===== src/design/dmst_pkg.sv =====
package dmst_pkg;

   // Width of the measurement counts that the loop actually uses
   localparam int COUNT_WIDTH = 32;
   // Width of the count fields on the channel
   localparam int FIELD_WIDTH = 32;
   // Width for comparing a count against a 16-bit register
   localparam int CMP_WIDTH = (COUNT_WIDTH > 16) ? COUNT_WIDTH : 16;

   localparam int CSR_INDEX_WIDTH = 3;
   localparam int CSR_DATA_WIDTH  = 16;

   localparam logic [7:0]  NEUTRAL_RESET   = 8'd90;
   localparam logic [6:0]  MARGIN_RESET    = 7'd10;
   localparam logic [7:0]  MAX_POS_RESET   = 8'd180;
   localparam logic [15:0] JUMP_RESET      = 16'd50;
   localparam logic [15:0] SPEED_TOL_RESET = 16'd10;
   localparam logic [15:0] OFFSET_TOL_RESET = 16'd10;

   typedef logic [COUNT_WIDTH-1:0] count_type;

   typedef enum logic [CSR_INDEX_WIDTH-1:0] {
      REG_NEUTRAL    = 3'd0,
      REG_MARGIN     = 3'd1,
      REG_MAX_POS    = 3'd2,
      REG_JUMP       = 3'd3,
      REG_SPEED_TOL  = 3'd4,
      REG_OFFSET_TOL = 3'd5
   } csr_index_type;

   typedef struct packed {
      logic [7:0]  neutral_position;
      logic [6:0]  start_margin;
      logic [7:0]  max_position;
      logic [15:0] jump_limit;
      logic [15:0] speed_tolerance;
      logic [15:0] offset_tolerance;
   } cfg_type;

   typedef struct packed {
      logic      estop_level;
      logic      arm_level;
      count_type offset_a;
      count_type offset_b;
      count_type speed_a;
      count_type speed_b;
   } item_type;

   typedef struct packed {
      logic [1:0] mode;
      logic       motor_on;
      logic [7:0] position;
      logic       nudge_active;
      logic [7:0] nudge_position;
      logic       red_led;
      logic       green_led;
   } result_type;

endpackage


===== src/design/dmst_req_if.sv =====
interface dmst_req_if;
   import dmst_pkg::*;

   logic                   valid;
   logic                   ready;
   logic                   estop_level;
   logic                   arm_level;
   logic [FIELD_WIDTH-1:0] offset_a;
   logic [FIELD_WIDTH-1:0] offset_b;
   logic [FIELD_WIDTH-1:0] speed_a;
   logic [FIELD_WIDTH-1:0] speed_b;

   modport source (
      output valid, estop_level, arm_level, offset_a, offset_b, speed_a, speed_b,
      input  ready
   );

   modport sink (
      input  valid, estop_level, arm_level, offset_a, offset_b, speed_a, speed_b,
      output ready
   );

endinterface


===== src/design/dmst_rsp_if.sv =====
interface dmst_rsp_if;

   logic       valid;
   logic       ready;
   logic [1:0] mode;
   logic       motor_on;
   logic [7:0] position;
   logic       nudge_active;
   logic [7:0] nudge_position;
   logic       red_led;
   logic       green_led;

   modport source (
      output valid, mode, motor_on, position, nudge_active, nudge_position,
             red_led, green_led,
      input  ready
   );

   modport sink (
      input  valid, mode, motor_on, position, nudge_active, nudge_position,
             red_led, green_led,
      output ready
   );

endinterface


===== src/design/dmst_csr.sv =====
module dmst_csr (
   input  logic                                 clock,
   input  logic                                 reset,
   input  logic                                 csr_we,
   input  logic [dmst_pkg::CSR_INDEX_WIDTH-1:0] csr_index,
   input  logic [dmst_pkg::CSR_DATA_WIDTH-1:0]  csr_wdata,
   output dmst_pkg::cfg_type                    cfg
);
   import dmst_pkg::*;

   cfg_type cfg_ff;
   cfg_type cfg_in;

   always_comb begin
      cfg_in = cfg_ff;
      if (csr_we) begin
         case (csr_index_type'(csr_index))
            REG_NEUTRAL:    cfg_in.neutral_position = csr_wdata[7:0];
            REG_MARGIN:     cfg_in.start_margin     = csr_wdata[6:0];
            REG_MAX_POS:    cfg_in.max_position     = csr_wdata[7:0];
            REG_JUMP:       cfg_in.jump_limit       = csr_wdata[15:0];
            REG_SPEED_TOL:  cfg_in.speed_tolerance  = csr_wdata[15:0];
            REG_OFFSET_TOL: cfg_in.offset_tolerance = csr_wdata[15:0];
            default: ;
         endcase
      end
   end

   always_ff @(posedge clock) begin
      if (reset) begin
         cfg_ff.neutral_position <= NEUTRAL_RESET;
         cfg_ff.start_margin     <= MARGIN_RESET;
         cfg_ff.max_position     <= MAX_POS_RESET;
         cfg_ff.jump_limit       <= JUMP_RESET;
         cfg_ff.speed_tolerance  <= SPEED_TOL_RESET;
         cfg_ff.offset_tolerance <= OFFSET_TOL_RESET;
      end else begin
         cfg_ff <= cfg_in;
      end
   end

   assign cfg = cfg_ff;

endmodule


===== src/design/dmst_core.sv =====
module dmst_core (
   input  logic                 clock,
   input  logic                 reset,
   input  dmst_pkg::cfg_type    cfg,
   input  dmst_pkg::item_type   item,
   input  logic                 step,
   output dmst_pkg::result_type result
);
   import dmst_pkg::*;

   typedef enum logic [1:0] {
      ST_WAIT     = 2'd0,
      ST_DISARMED = 2'd1,
      ST_RUN      = 2'd2,
      ST_STOP     = 2'd3
   } mode_type;

   mode_type  mode_ff, mode_in;
   logic      last_stop_ff;
   logic [7:0] throttle_ff, throttle_in;
   count_type last_sd_ff, last_sd_in;
   count_type last_mo_ff, last_mo_in;

   logic [8:0]       start_sum;
   logic [7:0]       start_pos;
   logic             falling;
   logic             spd_a_gt;
   logic             off_a_gt;
   count_type        sd;
   count_type        mo;
   count_type        sd_jump;
   count_type        mo_jump;
   logic             sd_ok;
   logic             mo_ok;
   logic signed [9:0] thr_s;
   logic signed [9:0] start_s;
   logic signed [9:0] max_s;
   logic signed [9:0] t_step;
   logic signed [9:0] t_clamp;
   logic signed [9:0] n_step;
   logic             motor;
   logic             red;
   logic             green;
   logic             nudge;
   logic [7:0]       pos;

   // Start position, saturated to the byte range
   assign start_sum = {1'b0, cfg.neutral_position} + {2'b00, cfg.start_margin};
   assign start_pos = start_sum[8] ? 8'hFF : start_sum[7:0];
   assign falling   = last_stop_ff & ~item.estop_level;

   assign spd_a_gt = item.speed_a > item.speed_b;
   assign off_a_gt = item.offset_a > item.offset_b;
   assign sd = spd_a_gt ? (item.speed_a - item.speed_b) : (item.speed_b - item.speed_a);
   assign mo = off_a_gt ? item.offset_b : item.offset_a;
   assign sd_jump = (sd > last_sd_ff) ? (sd - last_sd_ff) : (last_sd_ff - sd);
   assign mo_jump = (mo > last_mo_ff) ? (mo - last_mo_ff) : (last_mo_ff - mo);
   assign sd_ok = CMP_WIDTH'(sd_jump) < CMP_WIDTH'(cfg.jump_limit);
   assign mo_ok = CMP_WIDTH'(mo_jump) < CMP_WIDTH'(cfg.jump_limit);

   assign thr_s   = signed'({2'b00, throttle_ff});
   assign start_s = signed'({2'b00, start_pos});
   assign max_s   = signed'({2'b00, cfg.max_position});

   // Throttle step: clamp to max first, then to start
   always_comb begin
      t_step  = spd_a_gt ? (thr_s - 10'sd1) : (thr_s + 10'sd1);
      t_clamp = (t_step > max_s) ? max_s : t_step;
      if (t_clamp < start_s) begin
         t_clamp = start_s;
      end
   end

   // Nudge towards the lagging side, one bound only
   always_comb begin
      if (off_a_gt) begin
         n_step = thr_s - 10'sd1;
         if (n_step < start_s) begin
            n_step = start_s;
         end
      end else begin
         n_step = thr_s + 10'sd1;
         if (n_step > max_s) begin
            n_step = max_s;
         end
      end
   end

   always_comb begin
      mode_in     = mode_ff;
      throttle_in = throttle_ff;
      last_sd_in  = last_sd_ff;
      last_mo_in  = last_mo_ff;
      motor       = 1'b0;
      red         = 1'b0;
      green       = 1'b0;
      nudge       = 1'b0;
      if ((mode_ff == ST_DISARMED || mode_ff == ST_RUN) && falling) begin
         mode_in = ST_STOP;
      end else begin
         case (mode_ff)
            ST_WAIT: begin
               if (item.estop_level) begin
                  mode_in    = ST_DISARMED;
                  last_sd_in = '0;
                  last_mo_in = '0;
               end
            end
            ST_DISARMED: begin
               if (item.arm_level) begin
                  mode_in     = ST_RUN;
                  throttle_in = start_pos;
                  motor       = 1'b1;
               end
            end
            ST_RUN: begin
               if (!item.arm_level) begin
                  mode_in    = ST_DISARMED;
                  last_sd_in = '0;
                  last_mo_in = '0;
               end else begin
                  motor = 1'b1;
                  if (sd_ok) begin
                     if (CMP_WIDTH'(sd) > CMP_WIDTH'(cfg.speed_tolerance)) begin
                        red         = 1'b1;
                        throttle_in = t_clamp[7:0];
                     end else if (mo_ok) begin
                        green = 1'b1;
                        if (CMP_WIDTH'(mo) > CMP_WIDTH'(cfg.offset_tolerance)) begin
                           red   = 1'b1;
                           nudge = 1'b1;
                        end
                     end
                  end
                  // keep the latest values even when the jump is rejected
                  last_sd_in = sd;
                  last_mo_in = mo;
               end
            end
            ST_STOP: ;
            default: ;
         endcase
      end
   end

   assign pos = (mode_in == ST_RUN) ? throttle_in : cfg.neutral_position;

   always_comb begin
      result.mode           = mode_in;
      result.motor_on       = motor;
      result.position       = pos;
      result.nudge_active   = nudge;
      result.nudge_position = nudge ? n_step[7:0] : pos;
      result.red_led        = red;
      result.green_led      = green;
   end

   always_ff @(posedge clock) begin
      if (reset) begin
         mode_ff      <= ST_WAIT;
         last_stop_ff <= 1'b0;
         throttle_ff  <= NEUTRAL_RESET;
         last_sd_ff   <= '0;
         last_mo_ff   <= '0;
      end else if (step) begin
         mode_ff      <= mode_in;
         last_stop_ff <= item.estop_level;
         throttle_ff  <= throttle_in;
         last_sd_ff   <= last_sd_in;
         last_mo_ff   <= last_mo_in;
      end
   end

endmodule


===== src/design/dual_motor_sync_throttle_loop_unit.sv =====
// Flow: a word accepted at the request channel sits in the input register and
// its result word is loaded into the result register when the output is free.
// Throughput: one word per cycle unless stalled; state update is one pass of
// compare and clamp logic between the input register and the result register.
// Reset (synchronous, active high) empties both registers, puts the loop in
// wait-for-enable with throttle at 90 and loads the register defaults.
module dual_motor_sync_throttle_loop_unit (
   input  logic                                 clock,
   input  logic                                 reset,
   dmst_req_if.sink                             req_ch,
   dmst_rsp_if.source                           rsp_ch,
   input  logic                                 csr_we,
   input  logic [dmst_pkg::CSR_INDEX_WIDTH-1:0] csr_index,
   input  logic [dmst_pkg::CSR_DATA_WIDTH-1:0]  csr_wdata
);
   import dmst_pkg::*;

   cfg_type    cfg;
   item_type   item_ff, item_in;
   logic       item_valid_ff, item_valid_in;
   result_type result_ff, result_in;
   logic       result_valid_ff, result_valid_in;
   result_type core_result;
   logic       out_free;
   logic       step;
   logic       take;

   dmst_csr u_csr (
      .clock     (clock),
      .reset     (reset),
      .csr_we    (csr_we),
      .csr_index (csr_index),
      .csr_wdata (csr_wdata),
      .cfg       (cfg)
   );

   dmst_core u_core (
      .clock  (clock),
      .reset  (reset),
      .cfg    (cfg),
      .item   (item_ff),
      .step   (step),
      .result (core_result)
   );

   assign out_free     = !result_valid_ff || rsp_ch.ready;
   assign step         = item_valid_ff && out_free;
   assign req_ch.ready = !item_valid_ff || out_free;
   assign take         = req_ch.valid && req_ch.ready;

   always_comb begin
      item_valid_in   = req_ch.ready ? req_ch.valid : item_valid_ff;
      result_valid_in = out_free ? item_valid_ff : result_valid_ff;
      item_in         = item_ff;
      result_in       = result_ff;
      if (take) begin
         item_in.estop_level = req_ch.estop_level;
         item_in.arm_level   = req_ch.arm_level;
         item_in.offset_a    = req_ch.offset_a[COUNT_WIDTH-1:0];
         item_in.offset_b    = req_ch.offset_b[COUNT_WIDTH-1:0];
         item_in.speed_a     = req_ch.speed_a[COUNT_WIDTH-1:0];
         item_in.speed_b     = req_ch.speed_b[COUNT_WIDTH-1:0];
      end
      if (step) begin
         result_in = core_result;
      end
   end

   always_ff @(posedge clock) begin
      if (reset) begin
         item_valid_ff   <= 1'b0;
         result_valid_ff <= 1'b0;
      end else begin
         item_valid_ff   <= item_valid_in;
         result_valid_ff <= result_valid_in;
      end
   end

   // payload needs no reset
   always_ff @(posedge clock) begin
      item_ff   <= item_in;
      result_ff <= result_in;
   end

   assign rsp_ch.valid          = result_valid_ff;
   assign rsp_ch.mode           = result_ff.mode;
   assign rsp_ch.motor_on       = result_ff.motor_on;
   assign rsp_ch.position       = result_ff.position;
   assign rsp_ch.nudge_active   = result_ff.nudge_active;
   assign rsp_ch.nudge_position = result_ff.nudge_position;
   assign rsp_ch.red_led        = result_ff.red_led;
   assign rsp_ch.green_led      = result_ff.green_led;

endmodule


===== src/flat_wrapper.sv =====
// flat-port wrapper written by rule: the top's interface ports become plain ports
module dual_motor_sync_throttle_loop_unit_flat import dmst_pkg::*;
  (clock, reset, csr_we, csr_index, csr_wdata, req_ch_valid, req_ch_estop_level, req_ch_arm_level, req_ch_offset_a, req_ch_offset_b, req_ch_speed_a, req_ch_speed_b, req_ch_ready, rsp_ch_valid, rsp_ch_mode, rsp_ch_motor_on, rsp_ch_position, rsp_ch_nudge_active, rsp_ch_nudge_position, rsp_ch_red_led, rsp_ch_green_led, rsp_ch_ready);
  dmst_req_if req_ch_i ();
  dmst_rsp_if rsp_ch_i ();
  input  logic clock;
  input  logic reset;
  input  logic csr_we;
  input  logic [dmst_pkg::CSR_INDEX_WIDTH-1:0] csr_index;
  input  logic [dmst_pkg::CSR_DATA_WIDTH-1:0] csr_wdata;
  input wire logic [$bits(req_ch_i.valid)-1:0] req_ch_valid;
  input wire logic [$bits(req_ch_i.estop_level)-1:0] req_ch_estop_level;
  input wire logic [$bits(req_ch_i.arm_level)-1:0] req_ch_arm_level;
  input wire logic [$bits(req_ch_i.offset_a)-1:0] req_ch_offset_a;
  input wire logic [$bits(req_ch_i.offset_b)-1:0] req_ch_offset_b;
  input wire logic [$bits(req_ch_i.speed_a)-1:0] req_ch_speed_a;
  input wire logic [$bits(req_ch_i.speed_b)-1:0] req_ch_speed_b;
  output wire logic [$bits(req_ch_i.ready)-1:0] req_ch_ready;
  output wire logic [$bits(rsp_ch_i.valid)-1:0] rsp_ch_valid;
  output wire logic [$bits(rsp_ch_i.mode)-1:0] rsp_ch_mode;
  output wire logic [$bits(rsp_ch_i.motor_on)-1:0] rsp_ch_motor_on;
  output wire logic [$bits(rsp_ch_i.position)-1:0] rsp_ch_position;
  output wire logic [$bits(rsp_ch_i.nudge_active)-1:0] rsp_ch_nudge_active;
  output wire logic [$bits(rsp_ch_i.nudge_position)-1:0] rsp_ch_nudge_position;
  output wire logic [$bits(rsp_ch_i.red_led)-1:0] rsp_ch_red_led;
  output wire logic [$bits(rsp_ch_i.green_led)-1:0] rsp_ch_green_led;
  input wire logic [$bits(rsp_ch_i.ready)-1:0] rsp_ch_ready;
  assign req_ch_i.valid = req_ch_valid;
  assign req_ch_i.estop_level = req_ch_estop_level;
  assign req_ch_i.arm_level = req_ch_arm_level;
  assign req_ch_i.offset_a = req_ch_offset_a;
  assign req_ch_i.offset_b = req_ch_offset_b;
  assign req_ch_i.speed_a = req_ch_speed_a;
  assign req_ch_i.speed_b = req_ch_speed_b;
  assign req_ch_ready = req_ch_i.ready;
  assign rsp_ch_valid = rsp_ch_i.valid;
  assign rsp_ch_mode = rsp_ch_i.mode;
  assign rsp_ch_motor_on = rsp_ch_i.motor_on;
  assign rsp_ch_position = rsp_ch_i.position;
  assign rsp_ch_nudge_active = rsp_ch_i.nudge_active;
  assign rsp_ch_nudge_position = rsp_ch_i.nudge_position;
  assign rsp_ch_red_led = rsp_ch_i.red_led;
  assign rsp_ch_green_led = rsp_ch_i.green_led;
  assign rsp_ch_i.ready = rsp_ch_ready;
  dual_motor_sync_throttle_loop_unit u_core (.clock(clock), .reset(reset), .req_ch(req_ch_i), .rsp_ch(rsp_ch_i), .csr_we(csr_we), .csr_index(csr_index), .csr_wdata(csr_wdata));
endmodule

===== config.mk =====
export PLATFORM = sky130hd
export DESIGN_NAME = dual_motor_sync_throttle_loop_unit_flat
export DESIGN_NICKNAME = d
export VERILOG_FILES = /design/src/design/dmst_pkg.sv /design/src/design/dmst_req_if.sv /design/src/design/dmst_rsp_if.sv /design/src/design/dmst_csr.sv /design/src/design/dmst_core.sv /design/src/design/dual_motor_sync_throttle_loop_unit.sv /design/src/flat_wrapper.sv
export SDC_FILE = /design/constraint.sdc
export NUM_CORES = 1
export LEC_CHECK = 0
export CAP_MARGIN = 5
export CORE_ASPECT_RATIO = 1.5
export CORE_MARGIN = 3
export CORE_UTILIZATION = 35
export DETAILED_ROUTE_END_ITERATION = 6
export DONT_BUFFER_PORTS = 1
export PLACE_DENSITY = 0.57
export SYNTH_ARGS = -nofsm -noshare
export SYNTH_HDL_FRONTEND = slang
export SYNTH_SLANG_ARGS = --single-unit

===== constraint.sdc =====
create_clock -name clock -period 11.76 [get_ports clock]
set_input_delay 0.588 -clock clock [delete_from_list [all_inputs] [get_ports clock]]
set_output_delay 0.588 -clock clock [all_outputs]
set_load 0.1 [all_outputs]

Yosys cells after proc, flatten, opt, wreduce, memory -nomap -nowiden
Index checks and enable logic that the tools add are counted.
{"block": "classes", "eq_ne": 9, "reduce_logical": 22, "bitwise": 7, "muxes": 39, "add_sub_neg": 9, "order_cmp": 12}
{"operator": "$mux W32", "count": 7}
{"operator": "$sub A32 B32 Y32", "count": 6}
{"operator": "$gt A32 B32 Y1", "count": 4}
{"operator": "$pmux W32 S2", "count": 2}
{"operator": "$mux W8", "count": 12}
{"operator": "$gt A32 B16 Y1", "count": 2}
{"operator": "$lt A32 B16 Y1", "count": 2}
{"operator": "$mux W10", "count": 2}
{"operator": "$pmux W8 S2", "count": 1}
{"operator": "$reduce_and A2 Y1", "count": 6}
{"operator": "$gt A10 B9 Y1", "count": 1}
{"operator": "$lt A10 B9 Y1", "count": 1}
{"operator": "$mux W1", "count": 10}
{"operator": "$add A8 B1 Y9 const B", "count": 1}
{"operator": "$add A8 B7 Y9", "count": 1}
{"operator": "$gt A9 B8 Y1", "count": 1}
{"operator": "$lt A9 B9 Y1", "count": 1}
{"operator": "$sub A8 B1 Y9 const B", "count": 1}
{"operator": "$mux W2", "count": 4}
{"operator": "$eq A3 B2 Y1 const B", "count": 2}
{"operator": "$eq A3 B3 Y1 const B", "count": 2}
{"operator": "$not A1 Y1", "count": 6}
{"operator": "$pmux W2 S3", "count": 1}
{"operator": "$reduce_or A5 Y1", "count": 1}
{"operator": "other kinds (14)", "count": 21}
{"block": "word_totals", "input_bits": 154, "elab_cells": 124, "ff_bits": 300, "output_inout_bits": 24}

Longest topological paths before layout
{"block": "logic_depth", "depth_word": 13, "ltp_mapped": 44, "depth_no_buf": 38}

Modules after synthesis
Synthesis repeated with hierarchy kept, for this count alone.
{"block": "hier_totals", "hier_cells": 3174, "hier_area_um2": 26227.7}
{"module": "dmst_core", "area_per_inst_um2": 18730.5, "seq_area_each_um2": 1501.4, "n_inst": 1, "cells_each": 2750}
{"module": "dual_motor_sync_throttle_loop_unit", "area_per_inst_um2": 4668.2, "seq_area_each_um2": 4604.4, "n_inst": 1, "cells_each": 162}
{"module": "dmst_csr", "area_per_inst_um2": 2829.0, "seq_area_each_um2": 1421.4, "n_inst": 1, "cells_each": 262}

Least setup slack after synthesis
OpenSTA, ideal clock, no wires.
{"block": "synth_timing", "kind": "reg-to-reg", "start": "register u_core.item_ff[45] (netlist bit)", "end": "register u_core.result_ff (netlist bit u_core.rsp_ch.nudge_position[7]) (data pin)", "period_less_slack_ns": 8.757, "arrival_ns": 8.497, "path_stages_with_launch": 40, "setup_time_ns": 0.260, "path_slack_ns": 3.003, "n_path_buf": 9, "cell_sequence": "edfxtp_1 -> ha_1 -> buf_4 -> nand4_4 -> or3_4 -> nor2_1 -> o21ai_2 -> nand2_4 -> buf_1 -> clkbuf_1 -> clkbuf_1 -> mux2i_1 -> xnor2_1 -> ha_1 -> buf_2 -> nand4_1 -> nor2_1 -> a21boi_1 -> [4 not listed] -> buf_1 -> mux2i_1 -> xnor2_1 -> ha_1 -> and3_1 -> a21oi_1 -> o21ai_0 -> o41ai_1 -> nor4b_1 -> a311oi_1 -> nor3_1 -> nand4_1 -> or2_0 -> buf_2 -> o31a_1 -> a211o_1 -> o22a_1 -> mux2_2"}
{"item": "from (decl)", "line_no": "dual_motor_sync_throttle_loop_unit.sv:19", "rtl": "item_type item_ff, item_in;"}
{"item": "from (signal assigned)", "line_no": "dual_motor_sync_throttle_loop_unit.sv:81", "rtl": "item_ff <= item_in;"}
{"item": "to (signal assigned)", "line_no": "dual_motor_sync_throttle_loop_unit.sv:82", "rtl": "result_ff <= result_in;"}
{"item": "to (decl)", "line_no": "dual_motor_sync_throttle_loop_unit.sv:21", "rtl": "result_type result_ff, result_in;"}

==> flow_summary.yaml <==
outcome:
  outcome: "completed"
route:
  avgRoutedWirePerCell_um: 20.7
  dr.pass1.iters: 6
  drt-initial-drc-count: 1493
  drtAntennaViolNets: 0
  vias: 23118
  drt_wl_total_um: 84700
  drc: 0
  vias_per_cell: 5.66
cells_and_area:
  mostFrequentLayoutCell: "a21oi_1"
  post-route-util_pct: 38.2
  final_area_um2: 27900
  nets: 3553
  final_cell_mix: "343 x a21oi_1, 331 x inv_1, 325 x ha_1, 281 x nand2_1, 267 x nor2_1"
  drive_gt1_share_pct: 4.56
  area_growth_pct: 7.16
clocking:
  cts-root-buf: "clkbuf_16"
  cts_tree: "yes"
  htree_levels: 2
  cts_buffer_depth: 3
  hold_buffers: 0
  cts_resized: 0
  clk_pin_slew_worst_paths_ns: 0.06
  clk_latency_ns: 0.58
  clock-sinks: 300
  cts_buffers: 36
  cts_setup_buffers: 0
timing:
  slew_headroom_pct: 21.0
  fmax_ghz: 0.0955
  tightestPinTransition_ns: 1.18
  fin_skew_ns: 0.0250
  slew_violations: 0
  fin_crit_ns: 10.48
  hold_viol: 0
  final.setup.tns_ns: 0
  rsz0062_at_grt: "false"
  setup_viol: 0
  final.period_utilization_pct: 89.1
global_route:
  grt_pass1_wl_um: 130000
  grt-ovfl-total: 0
  grt_pass1_vias: 22823
  grt_max_degree: 148
  grt_antenna_before_repair: 4
  grt_util_all_layers_pct: 20.9
die:
  rows: 121
  core_um2: 73100
  ioPinCount: 178
  die_h_um: 340
  start_util_pct: 35.7
  die-area_um2: 77900
  die_x_um: 229
logic_synthesis:
  synth_fp_nets: 3658
  async_reset_ff_share_pct: 0
  synth-seq-area-share_pct: 28.9
  postSynthCellCount: 3172
  yosysWarnings: 0
  syn-cell-area_um2: 26100
  synth_enable_flop_cells: 152
  ys_seq_elements: 300
  synth-main-ff-cell: "edfxtp_1"
  synth_area_per_cell_um2: 8.22
  synth.distinct_cells: 107
power:
  vdd_drop_max_uv: 121
  power_w: 0.00398
  p_leak_nw: 11.5
  power_density_nw_per_um2: 143
placed_design:
  numPortBuffers: 0
  dpl-instance-area_um2: 26700
  gp_congestion: 0.933
  hpwl_um: 67400
critical_path:
  critPathKind: "flop to flop"
  critPathRequiredTime_ns: 12.07
  worst-path-max-fanout: 36
  startpoint_type: "flop"
  critPathArrivalTime_ns: 10.79
  critical-path-max-stage-delay_ns: 0.57
  slowest_stage: "a221oi_1"
  end_kind: "flop"
flow_run:
  drv_cap: 0
hold_path:
  hp-class: "input pin to flop"
flip-flops by register name, indices dropped and copies added, names as in the netlist, 2 cells and up:
register	flops
u_core.item_ff	130
u_core.u_core.mode_ff	2
u_core.rsp_ch.nudge_position	8
u_core.u_csr.cfg	71
u_core.u_core.last_mo_ff	32
u_core.u_core.last_sd_ff	32
u_core.rsp_ch.mode	2
u_core.rsp_ch.position	8
u_core.u_core.throttle_ff	8
layer usage:
metal | vias to the layer above | part of all wire, % | global-route usage [%]
li1 | 11212 | - | -
met1 | 11022 | 38 | 22.4
met2 | 693 | 52 | 39.5
met3 | 189 | 4.8 | 3.48
met4 | 2 | 5.1 | 9.98
met5 | - | 0.024 | 0
per-stage QoR:
stage	std cells	hold slack, ns	setup WS (ns)
after floorplan	3172	0.436	3.00
final	4081	0.0957	1.28
after global placement	4013	0.441	1.47
after global routing	4079	0.0633	0.522
after CTS	4079	0.0571	1.40
after detailed placement	4013	0.446	1.43
worst max-delay path: cells and delay by family (launching register included):
family,cells,cell delay (ns)
AO/OA/AOI/OAI,15,4.55
XOR/XNOR,2,0.47
adder cells (fa/ha/maj),4,1.35
buffers and inverters,2,0.13
flip-flops,1,0.39
multiplexers,3,0.74
AND/OR/NAND/NOR,10,2.56
where the power goes:
group          switching, W  total [W]  internal, W
clock              0.000479    0.00112     0.000643
combinational       0.00107    0.00166     0.000599
sequential        0.0000515    0.00120      0.00114
total               0.00160    0.00398      0.00239
path summary, 6_finish.rpt:
check | end | startpoint | slack [ns] | cells past startpoint
setup / recovery | u_core.rsp_ch.nudge_position[4] | u_core.item_ff[32] | 1.28 | 36
hold / removal | u_core.u_csr.cfg[51] | reset | 0.1 | 1
setup reg to reg | u_core.rsp_ch.nudge_position[4] | u_core.item_ff[32] | 1.28 | 36
hold reg to reg | u_core.u_csr.cfg[47] | u_core.u_csr.cfg[47] | 0.46 | 2
Yosys cell counts, types with 11 or more instances:
master / number / area (µm²)
edfxtp_1: 152 / 4560
a211o_1: 17 / 149
and3_1: 21 / 131
a211oi_1: 31 / 233
mux2_2: 17 / 191
a21o_1: 88 / 661
nand2b_1: 15 / 93.8
xnor2_1: 50 / 438
nor2b_1: 31 / 194
nand2_1: 281 / 1050
mux2i_1: 72 / 721
dfxtp_1: 148 / 2960
nor4_1: 24 / 150
or3_1: 15 / 93.8
o21ai_0: 139 / 696
o21a_1: 31 / 233
nand3_1: 45 / 225
a21oi_1: 343 / 1720
buf_2: 46 / 230
a22oi_1: 72 / 541
nand3b_1: 19 / 143
nor3_1: 42 / 210
o221ai_1: 11 / 96.3
ha_1: 325 / 4070
o21bai_1: 26 / 195
inv_1: 331 / 1240
xor2_1: 45 / 394
nor2_1: 268 / 1010
clkbuf_1: 86 / 323
and2_1: 13 / 81.3
nand4_1: 71 / 444
o211ai_1: 19 / 143
a31oi_1: 31 / 194
a221oi_1: 18 / 158
cell families (layout without fill, tap and decap cells):
| group | after synthesis | in the layout | synth area share [%] |
|---|---|---|---|
| buf+inv | 488 | 411 | 7.48 |
| fa+ha+maj | 332 | 332 | 16.1 |
| mux | 90 | 90 | 3.54 |
| xor+xnor | 96 | 96 | 3.25 |
| compound gates | 961 | 961 | 24.0 |
| simple gates | 905 | 905 | 16.7 |
| other cells | 0 | 2 | 0 |
| flops | 300 | 300 | 28.9 |
area by class of cell:
| type | count | area, µm² |
|---|---|---|
| fill | 7574 | 45200 |
| multi-input combinational | 2384 | 16600 |
| sequential | 300 | 7530 |
| inverter | 332 | 1250 |
| tap | 984 | 1230 |
| clock buffer | 49 | 990 |
| clock inverter | 17 | 196 |
| timing repair buffer | 13 | 97.6 |
| antenna | 2 | 5.00 |
Note: power is estimated with default switching activity, not from simulation.
